`config.mk`:
```
export PLATFORM = sky130hd
export DESIGN_NAME = row_lane_center_detector
export DESIGN_NICKNAME = d
export VERILOG_FILES = /design/src/rtl/core/rlcd_pkg.sv /design/src/rtl/core/rlcd_row_scan.sv /design/src/rtl/core/rlcd_out_buf.sv /design/src/rtl/core/row_lane_center_detector.sv
export SDC_FILE = /design/constraint.sdc
export NUM_CORES = 1
export LEC_CHECK = 0
export BUFFER_PORTS_ARGS = -buffer_cell sky130_fd_sc_hd__buf_2
export CAP_MARGIN = 20
export CELL_PAD_IN_SITES_DETAIL_PLACEMENT = 0
export CELL_PAD_IN_SITES_GLOBAL_PLACEMENT = 2
export CORE_MARGIN = 5
export CORE_UTILIZATION = 37
export CTS_CLUSTER_DIAMETER = 120
export DETAILED_ROUTE_END_ITERATION = 8
export PLACE_DENSITY = 0.81
export SLEW_MARGIN = 30
export SYNTH_ARGS = -nofsm -noshare
export SYNTH_HDL_FRONTEND = slang
export SYNTH_SLANG_ARGS = --single-unit
export TNS_END_PERCENT = 30
```
`constraint.sdc`:
```
create_clock -name clk -period 8.5 [get_ports clk]
set_input_delay 2.55 -clock clk [delete_from_list [all_inputs] [get_ports clk]]
set_output_delay 2.55 -clock clk [all_outputs]
set_load 0.01 [all_outputs]
```
`src/rtl/core/rlcd_pkg.sv`:
```
// Shared types and constants for the row lane center detector.
package rlcd_pkg;

    localparam int PIXEL_W   = 8;
    localparam int FIELD_W   = 11;
    localparam int CFG_W     = 12;
    localparam int CFG_IDX_W = 3;
    localparam int THR_W     = 8;
    localparam int GAP_W     = 11;

    localparam logic [CFG_IDX_W-1:0] REG_ROW_WIDTH    = 3'd0;
    localparam logic [CFG_IDX_W-1:0] REG_FRAME_HEIGHT = 3'd1;
    localparam logic [CFG_IDX_W-1:0] REG_SAMPLE_COUNT = 3'd2;
    localparam logic [CFG_IDX_W-1:0] REG_THRESHOLD    = 3'd3;
    localparam logic [CFG_IDX_W-1:0] REG_MIN_GAP      = 3'd4;

    localparam logic [CFG_W-1:0] ROW_WIDTH_RST    = 12'd640;
    localparam logic [CFG_W-1:0] FRAME_HEIGHT_RST = 12'd480;
    localparam logic [CFG_W-1:0] SAMPLE_COUNT_RST = 12'd10;
    localparam logic [THR_W-1:0] THRESHOLD_RST    = 8'd50;
    localparam logic [GAP_W-1:0] MIN_GAP_RST      = 11'd50;

    typedef struct packed {
        logic               found;
        logic [FIELD_W-1:0] sample_index;
        logic [FIELD_W-1:0] row_number;
        logic [FIELD_W-1:0] center_column;
    } rlcd_result_t;

endpackage

```
`src/rtl/core/rlcd_row_scan.sv`:
```
// Per-pixel row scanner: column/row counters, edge maxima and the sample schedule.
module rlcd_row_scan
    import rlcd_pkg::*;
#(
    parameter int MAX_WIDTH  = 2048,
    parameter int MAX_HEIGHT = 2048
)
(
    input  logic                                 clk,
    input  logic                                 rst_n,
    input  logic                                 accept,
    input  logic [PIXEL_W-1:0]                   pixel,
    input  logic                                 frame_start,
    input  logic [$clog2(MAX_WIDTH+1)-1:0]       eff_width,
    input  logic [$clog2(MAX_HEIGHT+1)-1:0]      eff_height,
    input  logic [$clog2(MAX_HEIGHT+1)-1:0]      eff_samples,
    input  logic [THR_W-1:0]                     threshold,
    input  logic [GAP_W-1:0]                     min_gap,
    output logic                                 res_valid,
    output rlcd_result_t                         res
);

    localparam int WW = $clog2(MAX_WIDTH + 1);
    localparam int CW = $clog2(MAX_WIDTH);
    localparam int HW = $clog2(MAX_HEIGHT + 1);
    localparam int AW = $clog2(MAX_HEIGHT * MAX_HEIGHT + 1);
    localparam int DW = (CW + 1 > FIELD_W + 1) ? CW + 1 : FIELD_W + 1;

    logic [CW-1:0]      col_reg, col_next, col;
    logic [HW-1:0]      row_reg, row_next, row;
    logic [HW-1:0]      ns_reg, ns_next, ns;
    logic [AW-1:0]      sth_reg, sth_next, sth;
    logic [AW-1:0]      rts_reg, rts_next, rts;
    logic [PIXEL_W-1:0] lv_reg, lv_next, lv;
    logic [PIXEL_W-1:0] rv_reg, rv_next, rv;
    logic [CW-1:0]      lc_reg, lc_next, lc;
    logic [CW-1:0]      rc_reg, rc_next, rc;
    logic [WW-1:0]      mid;
    logic [WW-1:0]      col_w;
    logic               row_end;
    logic               emit;
    logic [AW:0]        sched_lhs, sched_rhs;
    logic signed [DW-1:0] diff;
    logic signed [DW-1:0] center_wide;
    logic               gap_ok;
    logic               found;

    always_comb
    begin
        // A frame start acts on this very pixel: it is row 0, column 0.
        col = frame_start ? '0 : col_reg;
        row = frame_start ? '0 : row_reg;
        ns  = frame_start ? HW'(1) : ns_reg;
        sth = frame_start ? '0 : sth_reg;
        rts = frame_start ? '0 : rts_reg;

        mid   = eff_width >> 1;
        col_w = WW'(col);

        if (col == '0)
        begin
            lv = '0;
            rv = '0;
            lc = CW'(mid);
            rc = CW'(mid);
        end
        else
        begin
            lv = lv_reg;
            rv = rv_reg;
            lc = lc_reg;
            rc = rc_reg;
        end

        lv_next = lv;
        lc_next = lc;
        rv_next = rv;
        rc_next = rc;
        // Left half keeps the last of equal maxima (nearest the center).
        if (col_w >= WW'(1) && col_w <= mid && pixel >= lv)
        begin
            lv_next = pixel;
            lc_next = col;
        end
        // Right half keeps the first of equal maxima.
        if (col_w >= mid && col_w <= eff_width - WW'(2) && pixel > rv)
        begin
            rv_next = pixel;
            rc_next = col;
        end

        row_end   = col_w >= eff_width - WW'(1);
        sched_lhs = (AW + 1)'(sth) + (AW + 1)'(eff_height);
        sched_rhs = (AW + 1)'(rts) + (AW + 1)'(eff_samples);
        emit      = row_end && (ns < eff_samples) && (sched_lhs < sched_rhs);

        // The difference wraps like unsigned math; a negative gap counts as huge.
        diff        = DW'(rc_next) - DW'(lc_next);
        gap_ok      = diff[DW-1] || (diff >= DW'(min_gap));
        found       = gap_ok && (rv_next > threshold) && (lv_next > threshold);
        center_wide = DW'(lc_next) + (diff >>> 1);

        res.found         = found;
        res.center_column = found ? center_wide[FIELD_W-1:0] : '0;
        res.row_number    = FIELD_W'(row);
        res.sample_index  = FIELD_W'(ns);
        res_valid         = accept && emit;

        col_next = row_end ? '0 : col + CW'(1);
        row_next = row;
        rts_next = rts;
        ns_next  = ns;
        sth_next = sth;
        if (row_end)
        begin
            if (emit)
            begin
                ns_next  = ns + HW'(1);
                sth_next = sth + AW'(eff_height);
            end
            if (32'(row) < MAX_HEIGHT)
            begin
                row_next = row + HW'(1);
                rts_next = rts + AW'(eff_samples);
            end
        end
    end

    always_ff @(posedge clk or negedge rst_n)
    begin
        if (!rst_n)
        begin
            col_reg <= '0;
            row_reg <= '0;
            ns_reg  <= HW'(1);
            sth_reg <= '0;
            rts_reg <= '0;
        end
        else if (accept)
        begin
            col_reg <= col_next;
            row_reg <= row_next;
            ns_reg  <= ns_next;
            sth_reg <= sth_next;
            rts_reg <= rts_next;
        end
    end

    always_ff @(posedge clk)
    begin
        if (accept)
        begin
            lv_reg <= lv_next;
            lc_reg <= lc_next;
            rv_reg <= rv_next;
            rc_reg <= rc_next;
        end
    end

    a_row_saturates: assert property (@(posedge clk) disable iff (!rst_n)
        32'(row_reg) <= MAX_HEIGHT)
        else $error("row counter passed its saturation limit");

    a_sample_advance: assert property (@(posedge clk) disable iff (!rst_n)
        res_valid |=> ns_reg == $past(ns) + HW'(1))
        else $error("sample index did not advance after an emitted result");

    a_column_wraps: assert property (@(posedge clk) disable iff (!rst_n)
        accept && row_end |=> col_reg == '0)
        else $error("column counter did not restart after row end");

endmodule

```
`src/rtl/core/rlcd_out_buf.sv`:
```
// Output register with a skid stage so the input ready never depends on m_tready directly.
module rlcd_out_buf
    import rlcd_pkg::*;
(
    input  logic         clk,
    input  logic         rst_n,
    input  logic         in_valid,
    input  rlcd_result_t in_data,
    output logic         can_accept,
    output logic         out_valid,
    input  logic         out_ready,
    output rlcd_result_t out_data
);

    logic         out_valid_reg, out_valid_next;
    logic         skid_valid_reg, skid_valid_next;
    rlcd_result_t out_data_reg, out_data_next;
    rlcd_result_t skid_data_reg, skid_data_next;
    logic         out_free;

    always_comb
    begin
        out_free        = !out_valid_reg || out_ready;
        out_valid_next  = out_valid_reg;
        out_data_next   = out_data_reg;
        skid_valid_next = skid_valid_reg;
        skid_data_next  = skid_data_reg;
        if (out_free)
        begin
            if (skid_valid_reg)
            begin
                out_valid_next  = 1'b1;
                out_data_next   = skid_data_reg;
                skid_valid_next = 1'b0;
            end
            else
            begin
                out_valid_next = in_valid;
                out_data_next  = in_data;
            end
        end
        else if (in_valid)
        begin
            skid_valid_next = 1'b1;
            skid_data_next  = in_data;
        end
    end

    always_ff @(posedge clk or negedge rst_n)
    begin
        if (!rst_n)
        begin
            out_valid_reg  <= 1'b0;
            skid_valid_reg <= 1'b0;
        end
        else
        begin
            out_valid_reg  <= out_valid_next;
            skid_valid_reg <= skid_valid_next;
        end
    end

    always_ff @(posedge clk)
    begin
        out_data_reg  <= out_data_next;
        skid_data_reg <= skid_data_next;
    end

    assign can_accept = !skid_valid_reg;
    assign out_valid  = out_valid_reg;
    assign out_data   = out_data_reg;

    a_skid_behind_out: assert property (@(posedge clk) disable iff (!rst_n)
        skid_valid_reg |-> out_valid_reg)
        else $error("skid stage holds data while the output register is empty");

    a_skid_fill_on_stall: assert property (@(posedge clk) disable iff (!rst_n)
        $rose(skid_valid_reg) |-> $past(out_valid_reg && !out_ready && in_valid))
        else $error("skid stage filled without an output stall");

endmodule

```
`src/rtl/core/row_lane_center_detector.sv`:
```
// Top level of the row lane center detector: configuration registers and stream ports.
//
// Pixels enter on the s_ stream in raster order, one transaction per pixel; s_tuser
// marks the first pixel of a frame and restarts the row, column and sample counters.
// At the last pixel of each sampled row one result transaction leaves on the m_ stream
// with the midpoint of the strongest left and right edge columns and a found flag.
// Throughput is one pixel per cycle while s_tready is high. All per-pixel work is done in the
// cycle a pixel is accepted; its result is registered in the output register when that is free.
// A skid stage behind the output register absorbs one result while m_tready is low,
// so s_tready drops only when both the output register and the skid stage are full.
// Reset puts the configuration registers at their defaults and acts as a frame start.
// Configuration writes land on cfg_we with no wait; change them only between pixels,
// and best between frames, since new values take effect on the next pixel.
module row_lane_center_detector
    import rlcd_pkg::*;
#(
    parameter int MAX_WIDTH  = 2048,
    parameter int MAX_HEIGHT = 2048
)
(
    input  logic                 clk,
    input  logic                 rst_n,
    input  logic                 cfg_we,
    input  logic [CFG_IDX_W-1:0] cfg_index,
    input  logic [CFG_W-1:0]     cfg_wdata,
    input  logic                 s_tvalid,
    output logic                 s_tready,
    input  logic [7:0]           s_tdata,   // [7:0] pixel
    input  logic                 s_tuser,   // [0] frame_start
    output logic                 m_tvalid,
    input  logic                 m_tready,
    output logic [39:0]          m_tdata,   // [10:0] center_column, [21:11] row_number,
                                            // [32:22] sample_index, [39:33] zero
    output logic                 m_tuser    // [0] found
);

    localparam int WW = $clog2(MAX_WIDTH + 1);
    localparam int HW = $clog2(MAX_HEIGHT + 1);

    logic [CFG_W-1:0] row_width_reg;
    logic [CFG_W-1:0] frame_height_reg;
    logic [CFG_W-1:0] sample_count_reg;
    logic [THR_W-1:0] threshold_reg;
    logic [GAP_W-1:0] min_gap_reg;

    logic [31:0]      w_wide, h_wide, s_wide;
    logic [WW-1:0]    eff_width;
    logic [HW-1:0]    eff_height;
    logic [HW-1:0]    eff_samples;
    logic             accept;
    logic             res_valid;
    rlcd_result_t     res;
    rlcd_result_t     out_data;

    always_ff @(posedge clk or negedge rst_n)
    begin
        if (!rst_n)
        begin
            row_width_reg    <= ROW_WIDTH_RST;
            frame_height_reg <= FRAME_HEIGHT_RST;
            sample_count_reg <= SAMPLE_COUNT_RST;
            threshold_reg    <= THRESHOLD_RST;
            min_gap_reg      <= MIN_GAP_RST;
        end
        else if (cfg_we)
        begin
            unique case (cfg_index)
                REG_ROW_WIDTH:    row_width_reg    <= cfg_wdata;
                REG_FRAME_HEIGHT: frame_height_reg <= cfg_wdata;
                REG_SAMPLE_COUNT: sample_count_reg <= cfg_wdata;
                REG_THRESHOLD:    threshold_reg    <= cfg_wdata[THR_W-1:0];
                REG_MIN_GAP:      min_gap_reg      <= cfg_wdata[GAP_W-1:0];
                default:          ;
            endcase
        end
    end

    always_comb
    begin
        w_wide = 32'(row_width_reg);
        if (w_wide < 32'd4)
            w_wide = 32'd4;
        else if (w_wide > 32'(MAX_WIDTH))
            w_wide = 32'(MAX_WIDTH);

        h_wide = 32'(frame_height_reg);
        if (h_wide < 32'd1)
            h_wide = 32'd1;
        else if (h_wide > 32'(MAX_HEIGHT))
            h_wide = 32'(MAX_HEIGHT);

        // More samples than rows cannot be placed, so the count is capped at the height.
        s_wide = 32'(sample_count_reg);
        if (s_wide > h_wide)
            s_wide = h_wide;

        eff_width   = WW'(w_wide);
        eff_height  = HW'(h_wide);
        eff_samples = HW'(s_wide);
    end

    assign accept = s_tvalid && s_tready;

    rlcd_row_scan #(
        .MAX_WIDTH  (MAX_WIDTH),
        .MAX_HEIGHT (MAX_HEIGHT)
    ) u_row_scan (
        .clk         (clk),
        .rst_n       (rst_n),
        .accept      (accept),
        .pixel       (s_tdata),
        .frame_start (s_tuser),
        .eff_width   (eff_width),
        .eff_height  (eff_height),
        .eff_samples (eff_samples),
        .threshold   (threshold_reg),
        .min_gap     (min_gap_reg),
        .res_valid   (res_valid),
        .res         (res)
    );

    rlcd_out_buf u_out_buf (
        .clk        (clk),
        .rst_n      (rst_n),
        .in_valid   (res_valid),
        .in_data    (res),
        .can_accept (s_tready),
        .out_valid  (m_tvalid),
        .out_ready  (m_tready),
        .out_data   (out_data)
    );

    assign m_tdata = {7'b0, out_data.sample_index, out_data.row_number,
                      out_data.center_column};
    assign m_tuser = out_data.found;

endmodule

```
=== Yosys cells after proc, flatten, opt, wreduce, memory -nomap -nowiden ===
Index checks and enable logic that the tools add are counted.

* Order comparisons: 18
* Multiplexer cells: 32
* Reduce and logical (&&, ||, !) cells: 23
* Bitwise logic cells: 1
* Eq/ne operators: 4
* Add/sub/neg operators: 11

{| class="wikitable"
|+ Operators by type and width
! operator !! number
|-
| $mux 23 || 6
|-
| $mux 12 || 11
|-
| $mux 11 || 7
|-
| $add 23x12->24 || 2
|-
| $add 23x12->23 || 2
|-
| $mux 34 || 1
|-
| $gt 12x32->1 || 1
|-
| $mux 8 || 4
|-
| $add 12x1->12 const B || 2
|-
| $gt 12x12->1 const B || 2
|-
| $gt 8x8->1 || 3
|-
| $lt 24x24->1 || 1
|-
| $ge 11x12->1 || 1
|-
| $ge 12x11->1 || 1
|-
| $le 11x12->1 || 1
|-
| $lt 12x1->1 const B || 1
|-
| $lt 12x12->1 || 1
|-
| $lt 12x12->1 const B || 1
|-
| $lt 12x3->1 const B || 1
|-
| $reduce_and 2->1 || 6
|-
| $sub 11x11->12 || 1
|-
| $sub 12x1->12 const B || 1
|-
| $sub 12x2->12 const B || 1
|-
| $add 11x1->11 const B || 1
|-
| other kinds (16) || 30
|}

* Word-level logic and storage cells: 113
* Register bits after elaboration: 244
* Output and inout bits: 43
* Input port bits: 29

=== Longest topological paths before layout ===
* Depth in word-level cells: 15
* Gate-level depth with buffers: 38

=== Hierarchy ===
Synthesis repeated with hierarchy kept, for this count alone.

* Cell total of the unflattened synthesis: 1,731
* Area total of the unflattened synthesis: 16,983.8 um^2

{| class="wikitable"
|+ By module, submodules not included
! module !! cells an instance !! times used !! sequential area each (um^2) !! area an instance (um^2)
|-
| rlcd_row_scan || 1,390 || 1 || 3,169.3 || 11,492.3
|-
| row_lane_center_detector || 226 || 1 || 1,393.8 || 2,811.4
|-
| rlcd_out_buf || 115 || 1 || 2,092.0 || 2,680.1
|}

=== Worst setup path after synthesis ===
OpenSTA, ideal clock, no wires.

* Path kind: input -> register
* From: in s_tuser
* To: reg u_out_buf.skid_data_reg[0] in the netlist's numbering, enable pin
* Library setup time: 0.425 ns
* Required time: 8.075 ns
* Arrival: 8.852 ns
* Stages: 28
* Setup slack: -0.777 ns
* Path through: clkbuf_1 -> clkbuf_1 -> clkbuf_1 -> clkbuf_1 -> nor2b_1 -> ha_1 -> fa_1 -> a21o_1 -> a21oi_1 -> o21bai_1 -> a21o_1 -> a21oi_1 -> inv_1 -> a21oi_1 -> xnor2_1 -> ha_1 -> a21o_1 -> a21o_1 -> a21o_1 -> a21oi_1 -> nor2b_1 -> o211ai_1 -> a21oi_1 -> o221ai_1 -> o211a_1 -> clkbuf_1 -> nand2_1 -> nor2_1

* Word-level cells in the longest chain between the ends: 6
* Elaborated cells between the ends (all ways): 13
* Those cells by class: add/sub (2); order compare (3); mux (4); reduce/logical (4)

{| class="wikitable"
|+ Ends and longest elaborated chain
! element !! RTL line !! source
|-
| start: declaration || row_lane_center_detector.sv:29 || <nowiki>input logic s_tuser,</nowiki>
|-
| $mux 23 (tied with other cells) || rlcd_row_scan.sv:54 || <nowiki>sth = frame_start ? '0 : sth_reg;</nowiki>
|-
| $add 23x12->24 (tied with other cells) || rlcd_row_scan.sv:93 || <nowiki>sched_lhs = (AW + 1)'(sth) + (AW + 1)'(eff_height);</nowiki>
|-
| $lt 24x24->1 or $logic_and 1x1->1 (tied branches) || rlcd_row_scan.sv:95 || <nowiki>emit = row_end && (ns < eff_samples) && (sched_lhs < sched_rhs);</nowiki>
|-
| $logic_and 1x1->1 * || rlcd_row_scan.sv:95 ||
|-
| $logic_and 1x1->1 * || rlcd_row_scan.sv:107 || <nowiki>res_valid = accept && emit;</nowiki>
|-
| $reduce_and 2->1 (no line) * || -- ||
|-
| end signal: assignment || rlcd_out_buf.sv:66 || <nowiki>skid_data_reg <= skid_data_next;</nowiki>
|-
| end: declaration || rlcd_out_buf.sv:18 || <nowiki>rlcd_result_t skid_data_reg, skid_data_next;</nowiki>
|}

Every way passes the cells marked *; elsewhere a longest branch is shown, timed or not.
A chain may end at the register's enable or synchronous reset.

=== Final worst setup path ===
* From: in s_tuser
* To: reg u_out_buf.out_data_reg (netlist bit u_out_buf.out_data[33]), data pin

* Word-level cells in the longest chain between the ends: 12
* Elaborated cells between the ends (all ways): 28
* Those cells by class: add/sub (1); order compare (9); mux (10); reduce/logical (8)

{| class="wikitable"
|+ Ends and longest elaborated chain
! element !! RTL line !! source
|-
| $mux 11 * || rlcd_row_scan.sv:51 || <nowiki>col = frame_start ? '0 : col_reg;</nowiki>
|-
| $logic_not 11->1 || rlcd_row_scan.sv:60 || <nowiki>if (col == '0)</nowiki>
|-
| $mux 8 || rlcd_row_scan.sv:60 ||
|-
| $ge 8x8->1 || rlcd_row_scan.sv:80 || <nowiki>if (col_w >= WW'(1) && col_w <= mid && pixel >= lv)</nowiki>
|-
| $logic_and 1x1->1 || rlcd_row_scan.sv:80 ||
|-
| $mux 11 * || rlcd_row_scan.sv:80 ||
|-
| net u_row_scan.lc_next[0] || rlcd_row_scan.sv:36 || <nowiki>logic [CW-1:0] lc_reg, lc_next, lc;</nowiki>
|-
| $sub 11x11->12 * || rlcd_row_scan.sv:98 || <nowiki>diff = DW'(rc_next) - DW'(lc_next);</nowiki>
|-
| $ge 12x11->1 || rlcd_row_scan.sv:99 || <nowiki>gap_ok = diff[DW-1] || (diff >= DW'(min_gap));</nowiki>
|-
| $logic_or 1x1->1 * || rlcd_row_scan.sv:99 ||
|-
| $logic_and 1x1->1 * (2 in series) || rlcd_row_scan.sv:100 || <nowiki>found = gap_ok && (rv_next > threshold) && (lv_next > threshold);</nowiki>
|-
| $mux 34 * || rlcd_out_buf.sv:30 || <nowiki>if (skid_valid_reg)</nowiki>
|-
| end signal: assignment || rlcd_out_buf.sv:65 || <nowiki>out_data_reg <= out_data_next;</nowiki>
|-
| end: declaration || rlcd_out_buf.sv:17 || <nowiki>rlcd_result_t out_data_reg, out_data_next;</nowiki>
|}

Mark *: on every way through the listed nets, which the timed path passes. The rest lies on a longest branch.

==> results.py <==
metrics = {
    "sta": {
        "setup_tns_ns": 0,
        "setup_slack_ns": 0.600,
        "worst_slew_pin_slew_ns": 0.830,
        "finalSetupViolCount": 0,
        "min_period_over_period_pct": 92.9,
        "period_needed_ns": 7.90,
        "clock_skew_ns": 0.0129,
        "finalHoldViolations": 0,
        "clock.fmax_mhz": 127,
        "drv_slew": 0,
        "slew_headroom_pct": 43.2,
    },
    "floorplan": {
        "die_width_um": 224,
        "core_area_um2": 45400,
        "std_cell_rows": 78,
        "io_pins": 72,
        "dieArea_um2": 50300,
        "initial_core_util_pct": 37.5,
        "die_h_um": 224,
    },
    "clocking": {
        "htreeDepth": 1,
        "cts_tree": "yes",
        "cts_max_path_buffers": 3,
        "worstSkewPairLatency_ns": 0.57,
        "numCtsBuffers": 30,
        "root_buffer": "clkbuf_16",
        "clkTransAtPathRegs_ns": 0.06,
        "cts_sinks": 244,
    },
    "cells_and_area": {
        "syn_to_final_growth_pct": 15.8,
        "num-nets-final": 2119,
        "insertedDiodeCount": 0,
        "nFillCells": 4429,
        "finalInstanceArea_um2": 19700,
        "drive_gt1_share_pct": 17.5,
        "finish.utilization_pct": 43.4,
    },
    "drt": {
        "drt_iter0_drc": 789,
        "dr.pass1.iters": 5,
        "avgRoutedWirePerCell_um": 18.5,
        "totalWireLength_um": 47000,
        "num_vias": 13500,
        "post-route-drc-count": 0,
        "vias_per_cell": 5.33,
        "detail-route-antenna-nets": 0,
    },
    "synth": {
        "synthCells": 1803,
        "synth.distinct_cells": 78,
        "async_reset_ff_share_pct": 56.6,
        "synth_edf_count": 106,
        "synth_area_um2": 17000,
        "ys_seq_area_share_pct": 39.2,
        "synth_flop_cell": "dfrtp_1",
        "yosysWarnings": 0,
        "ys_ff_latch": 244,
        "synth.avg_cell_area_um2": 9.43,
    },
    "min_path": {
        "holdPathStages": 2,
        "holdCritPathClass": "flop to flop",
    },
    "setup_path": {
        "end_kind": "flop",
        "crit_path_start_kind": "input pin",
        "worstPathArrival_ns": 8.19,
        "cp_max_fo": 22,
        "crit_type": "input pin to flop",
        "cp_slowest_cell": "a2111oi_0",
        "crit_required_ns": 8.79,
        "reg2reg_depth": 33,
        "slowest_delay_ns": 0.45,
    },
    "global_route": {
        "grt_pass1_wl_um": 76000,
        "grt-ovfl-total": 0,
        "grt_pass1_vias": 13600,
        "grt_antenna_before_repair": 0,
        "grt_max_degree": 72,
        "grtUsageTotal_pct": 18.6,
    },
    "pwr": {
        "powerDensity_nw_per_um2": 291,
        "vdd_drop_max_mv": 0.156,
        "leakagePower_uw": 0.00895,
    },
    "placement": {
        "hpwlAfterDp_um": 35300,
        "globalplace.congestion": 0.864,
        "io_buffers": 64,
        "dpl_cell_area_um2": 18600,
        "post-place-ws_ns": -0.0971,
    },
    "status": {
        "status": "complete, no violations",
    },
    "run": {
        "maxCapViolCount": 0,
    },
}
-- synth_stat cells (16+ instances only) --
cell type	count	share of area [%]
nor3_1	34	1.0
xnor2_1	50	2.6
nor2b_1	74	2.7
nand2_1	193	4.3
nand2b_1	17	0.63
nand4_1	26	0.96
nand3_1	76	2.2
o211ai_1	16	0.71
o21ai_0	99	2.9
edfxtp_1	106	19
ha_1	172	13
dfrtp_1	123	18
clkbuf_1	62	1.4
a21oi_1	120	3.5
a21o_1	47	2.1
and3_1	21	0.77
a211oi_1	17	0.75
mux2_2	64	4.2
xor2_1	32	1.6
inv_1	120	2.6
nor2_1	94	2.1
-- final timing paths --
path,slack (ns),startpoint,endpoint
hold / removal,0.48,u_row_scan.sth_reg[8],u_row_scan.sth_reg[8]
hold reg to reg,0.48,u_row_scan.sth_reg[8],u_row_scan.sth_reg[8]
min in group asynchronous,2.02,rst_n,u_row_scan.row_reg[2]
max in group asynchronous,5.37,rst_n,u_row_scan.sth_reg[13]
setup reg to reg,0.77,frame_height_reg[11],u_row_scan.ns_reg[1]
setup / recovery,0.60,s_tuser,u_out_buf.out_data[33]
-- final cells by class --
| class | count | area [µm²] | area share (%) |
|---|---|---|---|
| multi-input cells | 1360 | 9690 | 49.2 |
| flip-flops and latches | 244 | 6660 | 33.8 |
| repair buffers | 155 | 1080 | 5.49 |
| clock buffers | 38 | 852 | 4.33 |
| well taps | 600 | 751 | 3.81 |
| inverters | 123 | 465 | 2.36 |
| clock inverters | 18 | 191 | 0.973 |
-- report_power, final --
group,total (µW),internal [µW],switching (µW)
registers,1520,1420,95.1
clock network,1330,802,531
logic,2890,1180,1710
total,5740,3400,2330
-- worst max-delay path: cells and delay by family --
kind	cells	cell delay, ns
buf+inv	4	0.72
fa+ha+maj	5	1.43
xor+xnor	1	0.18
compound gates	16	2.84
simple gates	4	0.44
-- placed cells by master (no fill, tap or decap), types with 21 or more instances in the layout --
cell | synthesis | layout
xor2_1 | 32 | 32
buf_2 | 4 | 63
o21ai_0 | 99 | 96
dfrtp_1 | 123 | 122
inv_1 | 120 | 119
clkbuf_16 | 0 | 31
nor2b_1 | 74 | 71
ha_1 | 172 | 171
nand2_1 | 193 | 191
nand4_1 | 26 | 26
nor3_1 | 34 | 31
and3_1 | 21 | 21
nor2_1 | 94 | 93
buf_4 | 7 | 84
a21oi_1 | 120 | 115
a21o_1 | 47 | 47
nand3_1 | 76 | 76
xnor2_1 | 50 | 49
edfxtp_1 | 106 | 106
mux2_2 | 64 | 64
-- timing repair --
action                                  in CTS  in global routing
endpoints found under the setup margin       0                 22
resized for setup                            0                 10
buffers inserted                             0                  2
hold buffers                                 0                  0
-- metal layers --
| metal | part of all wire, % | GRT usage (%) |
|---|---|---|
| met1 | 46 | 25.1 |
| met2 | 49 | 32.3 |
| met3 | 2.9 | 1.94 |
| met4 | 1.9 | 4.16 |
| met5 | 0 | 0 |
-- per-stage QoR --
step	power (µW)	hold WS, ns	std cells
after CTS	5780	0.487	2536
after global routing	6210	0.510	2538
final	5740	0.483	2538
after global placement	4370	0.467	2480
after detailed placement	4410	0.471	2480
after floorplan	3450	0.454	1809
-- cells by family (layout without fill, tap and decap cells) --
logic type,count (synthesis),in the layout,synth area share [%]
buffers and inverters,205,334,4.76
DFF,244,244,39.2
muxes,73,73,4.77
other,1,7,0.0221
adders and majority gates,176,176,13.1
AOI/OAI and AO/OA,429,429,16.7
xor gates and xnor gates,82,82,4.23
and+or+nand+nor,593,593,17.3
(Power assumes the default switching activity.)
